**src/design/fixed_partition_fit_allocator_core_macros.svh**
```systemverilog
// Assertion helpers used by the allocator core
`ifndef FIXED_PARTITION_FIT_ALLOCATOR_CORE_MACROS_SVH
`define FIXED_PARTITION_FIT_ALLOCATOR_CORE_MACROS_SVH

// Same-cycle implication, checked out of reset
`define FPFA_CHK_SAME(lbl, clk, rst, ante, cons) \
   lbl: assert property (@(posedge clk) disable iff (rst) (ante) |-> (cons)) \
      else $error("allocator check failed");

// Next-cycle implication, checked out of reset
`define FPFA_CHK_NEXT(lbl, clk, rst, ante, cons) \
   lbl: assert property (@(posedge clk) disable iff (rst) (ante) |=> (cons)) \
      else $error("allocator check failed");

`endif

```
**src/design/fpfa_pkg.sv**
```systemverilog
package fpfa_pkg;

   // Storage dimensions
   localparam int MAX_BLOCKS = 16;
   localparam int SIZE_BITS  = 16;
   localparam int IDX_BITS   = (MAX_BLOCKS > 1) ? $clog2(MAX_BLOCKS) : 1;

   // Fixed port widths
   localparam int FUNC_BITS      = 2;
   localparam int PORT_IDX_BITS  = 4;
   localparam int PORT_SIZE_BITS = 16;
   localparam int POLICY_BITS    = 2;
   localparam int COUNT_BITS     = 5;
   localparam int CSR_INDEX_BITS = 1;
   localparam int CSR_DATA_BITS  = 5;
   // common width for comparing a scan index with the partition count
   localparam int CMP_BITS       = IDX_BITS + COUNT_BITS;

   // Item function codes
   localparam logic [FUNC_BITS-1:0] FUNC_LOAD  = 2'd0;
   localparam logic [FUNC_BITS-1:0] FUNC_CLEAR = 2'd1;
   localparam logic [FUNC_BITS-1:0] FUNC_PLACE = 2'd2;

   // Placement policies
   localparam logic [POLICY_BITS-1:0] POLICY_FIRST = 2'd0;
   localparam logic [POLICY_BITS-1:0] POLICY_BEST  = 2'd1;
   localparam logic [POLICY_BITS-1:0] POLICY_WORST = 2'd2;

   // Register indexes
   localparam logic [CSR_INDEX_BITS-1:0] CSR_POLICY      = 1'd0;
   localparam logic [CSR_INDEX_BITS-1:0] CSR_BLOCK_COUNT = 1'd1;

   // Controller to datapath commands
   typedef struct packed {
      logic write_size;
      logic clear_marks;
      logic start;
      logic step;
      logic commit;
   } cmd_type;

   // Datapath to controller status
   typedef struct packed {
      logic scan_end;
      logic out_free;
   } status_type;

   // Port-width size to internal size: keep the low SIZE_BITS bits
   function automatic logic [SIZE_BITS-1:0] to_size(input logic [PORT_SIZE_BITS-1:0] v);
      logic [31:0] w;
      w = 32'(v);
      return w[SIZE_BITS-1:0];
   endfunction

   // Internal size to port width
   function automatic logic [PORT_SIZE_BITS-1:0] to_port_size(input logic [SIZE_BITS-1:0] v);
      logic [31:0] w;
      w = 32'(v);
      return w[PORT_SIZE_BITS-1:0];
   endfunction

endpackage

```
**src/design/fpfa_datapath.sv**
```systemverilog
module fpfa_datapath
   import fpfa_pkg::*;
(
   input  logic                      clock,
   input  logic                      reset,
   input  cmd_type                   cmd,
   output status_type                status,
   input  logic                      csr_valid,
   input  logic [CSR_INDEX_BITS-1:0] csr_index,
   input  logic [CSR_DATA_BITS-1:0]  csr_wdata,
   input  logic [PORT_IDX_BITS-1:0]  req_block_index,
   input  logic [PORT_SIZE_BITS-1:0] req_block_size,
   input  logic [PORT_SIZE_BITS-1:0] req_request_size,
   output logic                      rsp_valid,
   input  logic                      rsp_stall,
   output logic                      rsp_granted,
   output logic [PORT_IDX_BITS-1:0]  rsp_granted_index,
   output logic [PORT_SIZE_BITS-1:0] rsp_granted_block_size
);

   logic [SIZE_BITS-1:0]      sizes_ff [MAX_BLOCKS];
   logic [MAX_BLOCKS-1:0]     used_ff;
   logic [POLICY_BITS-1:0]    policy_ff;
   logic [COUNT_BITS-1:0]     count_ff;
   logic [SIZE_BITS-1:0]      request_ff;
   logic [IDX_BITS-1:0]       idx_ff;
   logic                      found_ff;
   logic [IDX_BITS-1:0]       pick_ff;
   logic [SIZE_BITS-1:0]      pick_size_ff;
   logic                      rsp_valid_ff;
   logic                      rsp_granted_ff;
   logic [PORT_IDX_BITS-1:0]  rsp_index_ff;
   logic [PORT_SIZE_BITS-1:0] rsp_size_ff;

   logic [31:0]               load_wide;
   logic                      load_ok;
   logic [IDX_BITS-1:0]       load_idx;
   logic [SIZE_BITS-1:0]      cur_size;
   logic                      candidate;
   logic                      take;
   logic [31:0]               pick_wide;

   // Configuration registers
   always_ff @(posedge clock) begin
      if (reset) begin
         policy_ff <= POLICY_FIRST;
         count_ff  <= '0;
      end else if (csr_valid) begin
         case (csr_index)
            CSR_POLICY:      policy_ff <= csr_wdata[POLICY_BITS-1:0];
            CSR_BLOCK_COUNT: count_ff  <= csr_wdata[COUNT_BITS-1:0];
            default:         ;
         endcase
      end
   end

   // Partition size table; loads past the table are dropped
   assign load_wide = 32'(req_block_index);
   assign load_ok   = load_wide < 32'(MAX_BLOCKS);
   assign load_idx  = load_wide[IDX_BITS-1:0];

   always_ff @(posedge clock) begin
      if (cmd.write_size && load_ok) begin
         sizes_ff[load_idx] <= to_size(req_block_size);
      end
   end

   // Candidate test for the partition under the scan pointer
   assign cur_size  = sizes_ff[idx_ff];
   assign candidate = !used_ff[idx_ff] && (cur_size >= request_ff)
                      && (CMP_BITS'(idx_ff) < CMP_BITS'(count_ff))
                      && (policy_ff == POLICY_FIRST || policy_ff == POLICY_BEST
                          || policy_ff == POLICY_WORST);
   assign take      = candidate && (!found_ff
                      || (policy_ff == POLICY_BEST  && cur_size < pick_size_ff)
                      || (policy_ff == POLICY_WORST && cur_size > pick_size_ff));

   // Scan state: pointer, best pick so far
   always_ff @(posedge clock) begin
      if (cmd.start) begin
         request_ff   <= to_size(req_request_size);
         idx_ff       <= '0;
         found_ff     <= 1'b0;
         pick_ff      <= '0;
         pick_size_ff <= '0;
      end else if (cmd.step) begin
         idx_ff <= idx_ff + 1'b1;
         if (take) begin
            found_ff     <= 1'b1;
            pick_ff      <= idx_ff;
            pick_size_ff <= cur_size;
         end
      end
   end

   // Used marks
   always_ff @(posedge clock) begin
      if (reset || cmd.clear_marks) begin
         used_ff <= '0;
      end else if (cmd.commit && found_ff) begin
         used_ff[pick_ff] <= 1'b1;
      end
   end

   // Result register
   assign pick_wide = 32'(pick_ff);

   always_ff @(posedge clock) begin
      if (reset) begin
         rsp_valid_ff <= 1'b0;
      end else if (cmd.commit) begin
         rsp_valid_ff <= 1'b1;
      end else if (!rsp_stall) begin
         rsp_valid_ff <= 1'b0;
      end
   end

   always_ff @(posedge clock) begin
      if (cmd.commit) begin
         rsp_granted_ff <= found_ff;
         rsp_index_ff   <= found_ff ? pick_wide[PORT_IDX_BITS-1:0] : '0;
         rsp_size_ff    <= found_ff ? to_port_size(pick_size_ff) : '0;
      end
   end

   assign status.scan_end = (idx_ff == IDX_BITS'(MAX_BLOCKS - 1));
   assign status.out_free = !rsp_valid_ff || !rsp_stall;

   assign rsp_valid              = rsp_valid_ff;
   assign rsp_granted            = rsp_granted_ff;
   assign rsp_granted_index      = rsp_index_ff;
   assign rsp_granted_block_size = rsp_size_ff;

endmodule

```
**src/design/fpfa_ctrl.sv**
```systemverilog
module fpfa_ctrl
   import fpfa_pkg::*;
(
   input  logic                 clock,
   input  logic                 reset,
   input  logic                 req_valid,
   output logic                 req_stall,
   input  logic [FUNC_BITS-1:0] req_func,
   input  status_type           status,
   output cmd_type              cmd
);

   typedef enum logic [1:0] {
      ST_IDLE,
      ST_SCAN,
      ST_FINISH
   } state_type;

   state_type state_ff;
   logic      accept;

   assign req_stall = (state_ff != ST_IDLE);
   assign accept    = req_valid && !req_stall;

   // Command decode
   always_comb begin
      cmd             = '0;
      cmd.write_size  = accept && (req_func == FUNC_LOAD);
      cmd.clear_marks = accept && (req_func == FUNC_CLEAR);
      cmd.start       = accept && (req_func == FUNC_PLACE);
      cmd.step        = (state_ff == ST_SCAN);
      cmd.commit      = (state_ff == ST_FINISH) && status.out_free;
   end

   // Sequencer: scan every partition, then wait for room in the result register
   always_ff @(posedge clock) begin
      if (reset) begin
         state_ff <= ST_IDLE;
      end else begin
         case (state_ff)
            ST_IDLE: begin
               if (accept && req_func == FUNC_PLACE) state_ff <= ST_SCAN;
            end
            ST_SCAN: begin
               if (status.scan_end) state_ff <= ST_FINISH;
            end
            ST_FINISH: begin
               if (status.out_free) state_ff <= ST_IDLE;
            end
            default: state_ff <= ST_IDLE;
         endcase
      end
   end

endmodule

```
**src/design/fixed_partition_fit_allocator_core.sv**
```systemverilog
// Fixed-partition allocator with first, best and worst fit placement.
// Request channel (req_valid / req_stall): func 0 loads block_size into
// partition block_index, func 1 clears all used marks, func 2 places a
// request of request_size; code 3 is dropped. Loads and clears give no
// response.
// A placement walks all 16 partitions one per cycle through a single
// compare unit, then commits the pick in its finish state. No request
// is taken while a placement is in progress; the next item is taken
// the cycle after the commit.
// Response channel (rsp_valid / rsp_stall): one transfer per placement
// with granted, granted_index and granted_block_size (zeros if none fit).
// The response sits in an output register; while it stalls, a following
// placement scans and then holds in its commit cycle until room frees up.
// Config port (csr_valid / csr_ready, always ready): index 0 policy,
// index 1 block_count. Write only while the block is idle.
// Reset clears used marks, policy and block_count and empties the output;
// partition sizes are undefined until loaded.
module fixed_partition_fit_allocator_core
   import fpfa_pkg::*;
(
   input  logic                      clock,
   input  logic                      reset,
   input  logic                      req_valid,
   output logic                      req_stall,
   input  logic [FUNC_BITS-1:0]      req_func,
   input  logic [PORT_IDX_BITS-1:0]  req_block_index,
   input  logic [PORT_SIZE_BITS-1:0] req_block_size,
   input  logic [PORT_SIZE_BITS-1:0] req_request_size,
   output logic                      rsp_valid,
   input  logic                      rsp_stall,
   output logic                      rsp_granted,
   output logic [PORT_IDX_BITS-1:0]  rsp_granted_index,
   output logic [PORT_SIZE_BITS-1:0] rsp_granted_block_size,
   input  logic                      csr_valid,
   output logic                      csr_ready,
   input  logic [CSR_INDEX_BITS-1:0] csr_index,
   input  logic [CSR_DATA_BITS-1:0]  csr_wdata
);

`include "fixed_partition_fit_allocator_core_macros.svh"

   cmd_type    cmd;
   status_type status;

   assign csr_ready = 1'b1;

   fpfa_ctrl u_ctrl (
      .clock     (clock),
      .reset     (reset),
      .req_valid (req_valid),
      .req_stall (req_stall),
      .req_func  (req_func),
      .status    (status),
      .cmd       (cmd)
   );

   fpfa_datapath u_datapath (
      .clock                  (clock),
      .reset                  (reset),
      .cmd                    (cmd),
      .status                 (status),
      .csr_valid              (csr_valid && csr_ready),
      .csr_index              (csr_index),
      .csr_wdata              (csr_wdata),
      .req_block_index        (req_block_index),
      .req_block_size         (req_block_size),
      .req_request_size       (req_request_size),
      .rsp_valid              (rsp_valid),
      .rsp_stall              (rsp_stall),
      .rsp_granted            (rsp_granted),
      .rsp_granted_index      (rsp_granted_index),
      .rsp_granted_block_size (rsp_granted_block_size)
   );

   // A refused placement reports zeros
   `FPFA_CHK_SAME(a_deny_zero, clock, reset, rsp_valid && !rsp_granted,
      rsp_granted_index == '0 && rsp_granted_block_size == '0)
   // A placement blocks further requests while it scans
   `FPFA_CHK_NEXT(a_place_busy, clock, reset,
      req_valid && !req_stall && req_func == FUNC_PLACE, req_stall)
   // A commit always presents a response
   `FPFA_CHK_NEXT(a_commit_out, clock, reset, cmd.commit, rsp_valid)
   // Commits only happen while requests are blocked
   `FPFA_CHK_SAME(a_commit_busy, clock, reset, cmd.commit, req_stall)

endmodule
```
**config.mk**
```make
export PLATFORM = sky130hd
export DESIGN_NAME = fixed_partition_fit_allocator_core
export DESIGN_NICKNAME = d
export VERILOG_FILES = /design/src/design/fpfa_pkg.sv /design/src/design/fpfa_datapath.sv /design/src/design/fpfa_ctrl.sv /design/src/design/fixed_partition_fit_allocator_core.sv
export VERILOG_INCLUDE_DIRS = /design/src /design/src/design
export SDC_FILE = /design/constraint.sdc
export NUM_CORES = 1
export LEC_CHECK = 0
export ABC_AREA = 1
export ABC_CLOCK_PERIOD_IN_PS = 3000
export BUFFER_PORTS_ARGS = -buffer_cell sky130_fd_sc_hd__buf_2
export CORE_ASPECT_RATIO = 0.5
export CORE_MARGIN = 2
export CORE_UTILIZATION = 55
export CTS_BUF_LIST = sky130_fd_sc_hd__clkbuf_16
export CTS_CLUSTER_DIAMETER = 40
export DETAILED_ROUTE_END_ITERATION = 10
export GPL_TIMING_DRIVEN = 0
export PLACE_DENSITY = 0.7
export SLEW_MARGIN = 5
export SYNTH_ARGS = -nofsm -noshare
export SYNTH_HDL_FRONTEND = slang
export SYNTH_SLANG_ARGS = --single-unit
export TNS_END_PERCENT = 10
```
**constraint.sdc**
```tcl
create_clock -name clock -period 3 [get_ports clock]
set_clock_uncertainty 0.2 [all_clocks]
set_input_delay 0.15 -clock clock [delete_from_list [all_inputs] [get_ports clock]]
set_output_delay 0.15 -clock clock [all_outputs]
set_load 0.01 [all_outputs]
```
==> results of run 1 <==
-- state kept, by name, indices dropped and copies added (netlist names), 2 cells and up, named ones only --
| signal | cells |
|---|---|
| u_datapath.request_ff | 16 |
| u_datapath.pick_ff | 4 |
| u_datapath.policy_ff | 2 |
| u_ctrl.state_ff | 2 |
| u_datapath.sizes_ff | 256 |
| u_datapath.rsp_granted_block_size | 16 |
| u_datapath.rsp_granted_index | 4 |
| u_datapath.used_ff | 16 |
| u_datapath.idx_ff | 4 |
| u_datapath.count_ff | 5 |
| u_datapath.pick_size_ff | 16 |
-- how the worst max path moves through the flow --
stage,start,slack [ns],endpoint
after floorplan,flop,0.28,u_datapath.pick_ff[1]
after global placement,u_ctrl.state_ff[1],-0.69,u_datapath.sizes_ff[2][12]
after detailed placement,u_ctrl.state_ff[1],-0.81,u_datapath.sizes_ff[6][7]
after CTS,flop,-0.36,u_datapath.pick_ff[1]
after global routing,flop,-0.53,u_datapath.pick_size_ff[6]
final,flop,-0.37,u_datapath.pick_size_ff[5]
-- cells in the final DEF, fill, tap and decap left out, types with 5 or more instances in the layout --
cell	instances
a21oi_1	113
a21oi_2	9
buf_2	83
buf_4	16
buf_6	15
buf_8	7
bufinv_16	7
clkbuf_1	9
clkbuf_16	41
clkbuf_2	16
dfxtp_1	54
dlygate4sd3_1	55
edfxtp_1	293
ha_1	31
ha_4	5
inv_1	231
inv_2	19
nand2_1	180
nand2_2	18
nand3_1	107
nand3_2	26
nand4_1	8
nor2_1	59
nor2_2	10
nor2_4	11
nor3_1	5
o211ai_1	64
o21ai_0	67
o21ai_1	8
-- power by group --
part           switching (mW)  leakage, nW  internal [mW]
sequential              0.219         3.08           5.45
combinational            2.74         3.69           1.62
clock                    1.88        0.627           2.85
-- routing by layer --
metal / part of all wire [%] / global-route usage (%)
met5: 0 / 0
met4: 2.1 / 8.398
met3: 11 / 6.438
met2: 46 / 44.04
met1: 41 / 40.03
-- stage by stage --
stage               setup TNS, ns  setup WS [ns]
global route               -10.49        -0.5297
detailed placement         -95.15        -0.8080
CTS                        -6.900        -0.3563
floorplan                       0         0.2832
global placement          -162.43        -0.6893
finish                     -6.877        -0.3726
-- cells by family (layout without fill, tap and decap cells) --
kind of cell | after synthesis | count (layout) | synth area share [%]
AND/OR/NAND/NOR | 434 | 434 | 12.47
buffers and inverters | 312 | 518 | 8.687
AO/OA/AOI/OAI | 268 | 268 | 10.13
adder cells (fa/ha/maj) | 36 | 36 | 2.987
XOR/XNOR | 1 | 1 | 0.05809
flip-flops | 348 | 348 | 65.64
other | 1 | 2 | 0.02487
-- worst max-delay path: cells and delay by family (launching register included) --
kind | cells | cell delay (ns)
simple gates | 9 | 0.91
fa+ha+maj | 1 | 0.33
flops | 1 | 0.37
buf+inv | 4 | 0.68
compound gates | 4 | 0.79
-- repair_timing --
item / CTS / global route
cloned: 0 / 7
setup endpoints to repair: 221 / 119
hold buffers: 55 / 0
resized for setup: 38 / 95
endpoints found under the hold margin: 311 / 0
pin swaps: 8 / 38
setup buffers: 0 / 5
-- area by class of cell --
class / count / area, µm² / area share, %
Antenna cell: 1 / 2.502 / 0.01358
Sequential cell: 348 / 9903 / 53.76
Timing Repair Buffer: 145 / 1175 / 6.377
Multi-Input combinational cell: 740 / 4268 / 23.17
Tap cell: 352 / 440.4 / 2.391
Inverter: 243 / 912.1 / 4.951
Clock inverter: 26 / 306.5 / 1.664
Buffer: 67 / 489.2 / 2.656
Clock buffer: 37 / 925.9 / 5.026
==> results.txt, run 1 <==
FF+latch count, synth = 348
top cell type's share of synthesized area = 58.34%
Hold Path Class = in -> reg
f_max = 0.2965 GHz
Max FO, Critical Path = 10
synth cell count leaders = edfxtp_1 (293), inv_1 (225), nand2_1 (199)
H-tree levels = 2
pwr dens = 800.8 nW/µm²
antenna-violating nets left = 0
Mean Syn Cell Area = 10.77 µm²
Chip Width = 238.2 µm
DP Cell Count = 1830
main area contributors after synthesis = edfxtp_1 (58%), dfxtp_1 (7.3%), inv_1 (5.6%), nand2_1 (5.0%), nand3_1 (4.3%)
Residual DRC = 0
dominant cell type by area after synthesis = edfxtp_1
Rows = 42
failing checks = setup timing
Worst Hold Endpoint = u_datapath.sizes_ff[5][0]
PortBufs = 71
dpl cell area = 16010 µm²
drt wl/cell = 21.12 µm
total CTS buffers = 35
hold-critical path depth = 3
Cell variety after synth = 36
element type at the critical path end = flop
total power = 14.75 mW
Setup violations, final = 21
fin. max-slew vios = 0
min cycle time layout = 3.373 ns
layout cells sized above 1 = 19.18%
die area = 28840 µm²
leakage power = 7.404 nW
Via density = 5.668
fin area = 18420 µm²
R2R setup slack = -0.37 ns
Synth Flop Type = edfxtp_1
GPL Wtd Cong = 0.9266
Reg clk slew, reported paths = 0.06 ns
Least-Margin Pin Slew = 0.8724 ns
final hold violations = 0
max_cap viols = 0
Post-Route WL = 41.37 mm
count leader, synth = edfxtp_1
cell breakdown of the critical path = buf_12 > buf_4 > clkbuf_2 > o21ai_0 > nand3_1 > nand3_1 > nand2_2 > ha_1 > a21oi_1 > o21ai_0 > a21oi_2 > nand2_2 > nand2_2 > nand3_4 > buf_6 > nand3_1 > nand2_1 > nor2_1
Slowest-stage cell, CP = dfxtp_4
aggregate global routing overflow = 0
fin nets = 1665
Final period util = 112.4%
root buffer cell = clkbuf_16
syn nets = 1485
CTS tree = built
Critical Path AT = 3.62 ns
CTS Buffer Depth = 3
Core Box Area = 26700 µm²
fill count = 1874
Max VDD drop = 376.4 µV
CP required = 3.25 ns
Starting Density = 56.49%
Post-synth EDFFs = 293
die height = 121.1 µm
critical path class = reg -> reg
I/O pin total = 73
largest net degree at the start of global routing = 22
R2R depth = 18
first-pass GRT wire length = 60.60 mm
post-synthesis cell count = 1400
CP Launch Type = flop
clock tree sinks = 348
RSZ-0062 raised after global routing = true
vias = 11100
tightest hold margin = 0.06701 ns
CP peak stage delay = 0.37 ns
Ys Warns = 0
FFs w/ async S/R, synth = 0%
status = finished with violations
drt pass-1 iters = 7
vias in the first global route = 10560
Post-DP HPWL = 26.69 mm
total track usage = 28.27%
Synth Cell Area = 15080 µm²
P&R area growth vs syn = 22.16%
Critical R2R Capture = u_datapath.pick_size_ff[5]
DRT iter0 DRCs = 1486
Final Instance Count excl. Fillers = 1959
initial antenna violation count = 2
Skew-Pair Late Insertion Delay = 0.54 ns
hold_sp = req_block_index[0]
relative max-transition margin = 41.77%
final setup margin = -0.3726 ns
Seq/Total Area, Yosys = 65.64%
post-layout util = 69.01%
(Power assumes the default switching activity.)
==> run 2, diff against run 1 <==
ABC_CLOCK_PERIOD_IN_PS = 4350   (was 3000)
BUFFER_PORTS_ARGS = -buffer_cell sky130_fd_sc_hd__buf_4   (was -buffer_cell sky130_fd_sc_hd__buf_2)
clock period = 4.35 ns   (was 3 ns; I/O delays follow)
==> results.txt, run 2 (same netlist as run 1, synthesis figures left out) <==
status = finished, final reports clean
critical path class = reg -> reg
Max FO, Critical Path = 10 (unchanged)
leakage power = 7.167 nW (-3.2%)
Post-DP HPWL = 26.48 mm (-0.81%)
vias = 10850 (-2.3%)
vias in the first global route = 10360 (-1.9%)
Post-CTS Setup Bufs = 0 (unchanged)
f_max = 0.2654 GHz (-10%)
drt wl/cell = 20.11 µm (-4.8%)
layout cells sized above 1 = 13.46% (-5.7 points)
total CTS buffers = 35 (unchanged)
Least-Margin Pin Slew = 1.271 ns (+0.3981 ns)
Core Box Area = 26700 µm² (unchanged)
Setup violations, final = 0 (-100%)
most frequent cells in the layout = edfxtp_1 (293), inv_1 (228), nand2_1 (199)
CTS Buffer Depth = 3 (unchanged)
root buffer cell = clkbuf_16
PortBufs = 71 (unchanged)
fill count = 1995 (+6.5%)
CTS tree = built
post-layout util = 67.10% (-1.9 points)
P&R area growth vs syn = 18.78%
total track usage = 27.53% (-0.74 points)
Via density = 5.573 (-1.7%)
relative max-transition margin = 14.64% (-27 points)
RSZ-0062 raised after global routing = false
largest net degree at the start of global routing = 22 (unchanged)
Rows = 42 (unchanged)
antenna-violating nets left = 0 (unchanged)
fin nets = 1651 (-0.84%)
first-pass GRT wire length = 58.50 mm (-3.5%)
final hold violations = 0 (unchanged)
element type at the critical path end = flop
pwr dens = 536.0 nW/µm² (-33%)
Chip Width = 238.2 µm (unchanged)
Critical Path AT = 3.98 ns (+0.36 ns)
dpl cell area = 16180 µm² (+1.0%)
setup_tns = 0 ns (+6.877 ns)
I/O pin total = 73 (unchanged)
die height = 121.1 µm (unchanged)
fin area = 17910 µm² (-2.8%)
Residual DRC = 0 (unchanged)
GPL Wtd Cong = 0.9262 (about the same)
max_cap viols = 0 (unchanged)
Reg clk slew, reported paths = 0.06 ns (about the same)
die area = 28840 µm² (unchanged)
min cycle time layout = 3.768 ns (+0.3955 ns)
Hold Path Class = in -> reg
max FFs per register = 256 (unchanged)
Skew-Pair Late Insertion Delay = 0.53 ns (about the same)
H-tree levels = 2 (unchanged)
DRT iter0 DRCs = 1437 (-3.3%)
initial antenna violation count = 2 (unchanged)
CP required = 4.56 ns (+1.31 ns)
CP Launch Type = flop
drt pass-1 iters = 7 (unchanged)
aggregate global routing overflow = 0 (unchanged)
Final period util = 86.62% (-26 points)
clock tree sinks = 348 (unchanged)
commonest non-fill, non-tap cell in the layout = edfxtp_1
Starting Density = 56.49% (unchanged)
Max VDD drop = 345.7 µV (-8.2%)
Most flops, register = u_datapath.sizes_ff
Post-Route WL = 39.14 mm (-5.4%)
fin. max-slew vios = 0 (unchanged)
## run 2: cell types whose count changed in the layout (fill, tap and decap cells not counted), moves of 8 or more
cell	change
clkbuf_1	+16
buf_2	-72
nand2_2	-16
nor2_2	+8
nand3_2	-22
nand2_1	+19
clkbuf_2	-15
buf_1	+8
nor2_4	-10
buf_4	+69
nand3_1	+23
## run 2: worst paths after layout
path	from	to	slack (ns)	cells after the start
setup / recovery	flop	u_datapath.pick_size_ff[1]	0.58	19
hold / removal	req_func[0]	u_datapath.pick_size_ff[15]	0.02	5
setup reg to reg	flop	u_datapath.pick_size_ff[1]	0.58	19
hold reg to reg	u_datapath.used_ff[14]	u_datapath.used_ff[14]	0.27	2
## run 2: final cells by class
cell class / count / area, µm² / area share (%)
Buffer: 69 / 397.9 / 2.221
Multi-Input combinational cell: 740 / 3915 / 21.86
Timing Repair Buffer: 129 / 1140 / 6.363
Inverter: 243 / 912.1 / 5.092
Antenna cell: 4 / 10.01 / 0.05588
Clock buffer: 39 / 975.9 / 5.448
Clock inverter: 22 / 221.5 / 1.236
Sequential cell: 348 / 9899 / 55.27
Tap cell: 352 / 440.4 / 2.459
## run 2: routing by layer
layer  vias up  wire length [µm]  GRT usage, %
met3        76              4300         7.439
met1      5195             15990         37.40
li1       5104                 -             -
met4         0               918         8.203
met5         -                 0             0
met2       470             17930         43.82
## run 2: worst max-delay path, cell delays in order (launching register included)
cell      delay (ns)
dfxtp_1         0.32
clkbuf_1        0.37
clkbuf_1        0.60
nand3_1         0.27
nand3_1         0.19
nand2_1         0.21
ha_1            0.38
nand2_1         0.07
inv_1           0.05
nand2_1         0.07
nand2_1         0.05
nand2_1         0.05
nand2_1         0.05
nand2_1         0.07
nand2_1         0.06
nand2_1         0.06
nand3_1         0.12
clkbuf_4        0.23
a21oi_1         0.16
nor2_1          0.06
## run 2: stage by stage
| step | setup slack, ns | total power, mW | cells | hold slack [ns] |
|---|---|---|---|---|
| final | 0.5819 | 9.600 | 1946 | 0.01762 |
| after global routing | 0.3015 | 10.06 | 1944 | 0.05384 |
| after detailed placement | 0.5164 | 6.431 | 1829 | 0.1978 |
| after floorplan | 1.633 | 5.611 | 1400 | 0.08657 |
| after global placement | 0.6795 | 6.322 | 1823 | 0.1986 |
| after CTS | 0.5086 | 9.576 | 1942 | 0.004391 |
## run 2: repair_timing
action / CTS / global route
setup endpoints to repair: 0 / 0
gates resized for setup: 0 / 0
endpoints found under the hold margin: 294 / 0
hold buffers: 52 / 0
## run 2: power breakdown
group / leakage, nW / internal [mW] / total [mW] / switching [mW]
combinational: 3.49 / 0.866 / 2.57 / 1.70
clock: 0.592 / 1.86 / 3.14 / 1.28
sequential: 3.08 / 3.76 / 3.89 / 0.135
total: 7.17 / 6.48 / 9.60 / 3.12
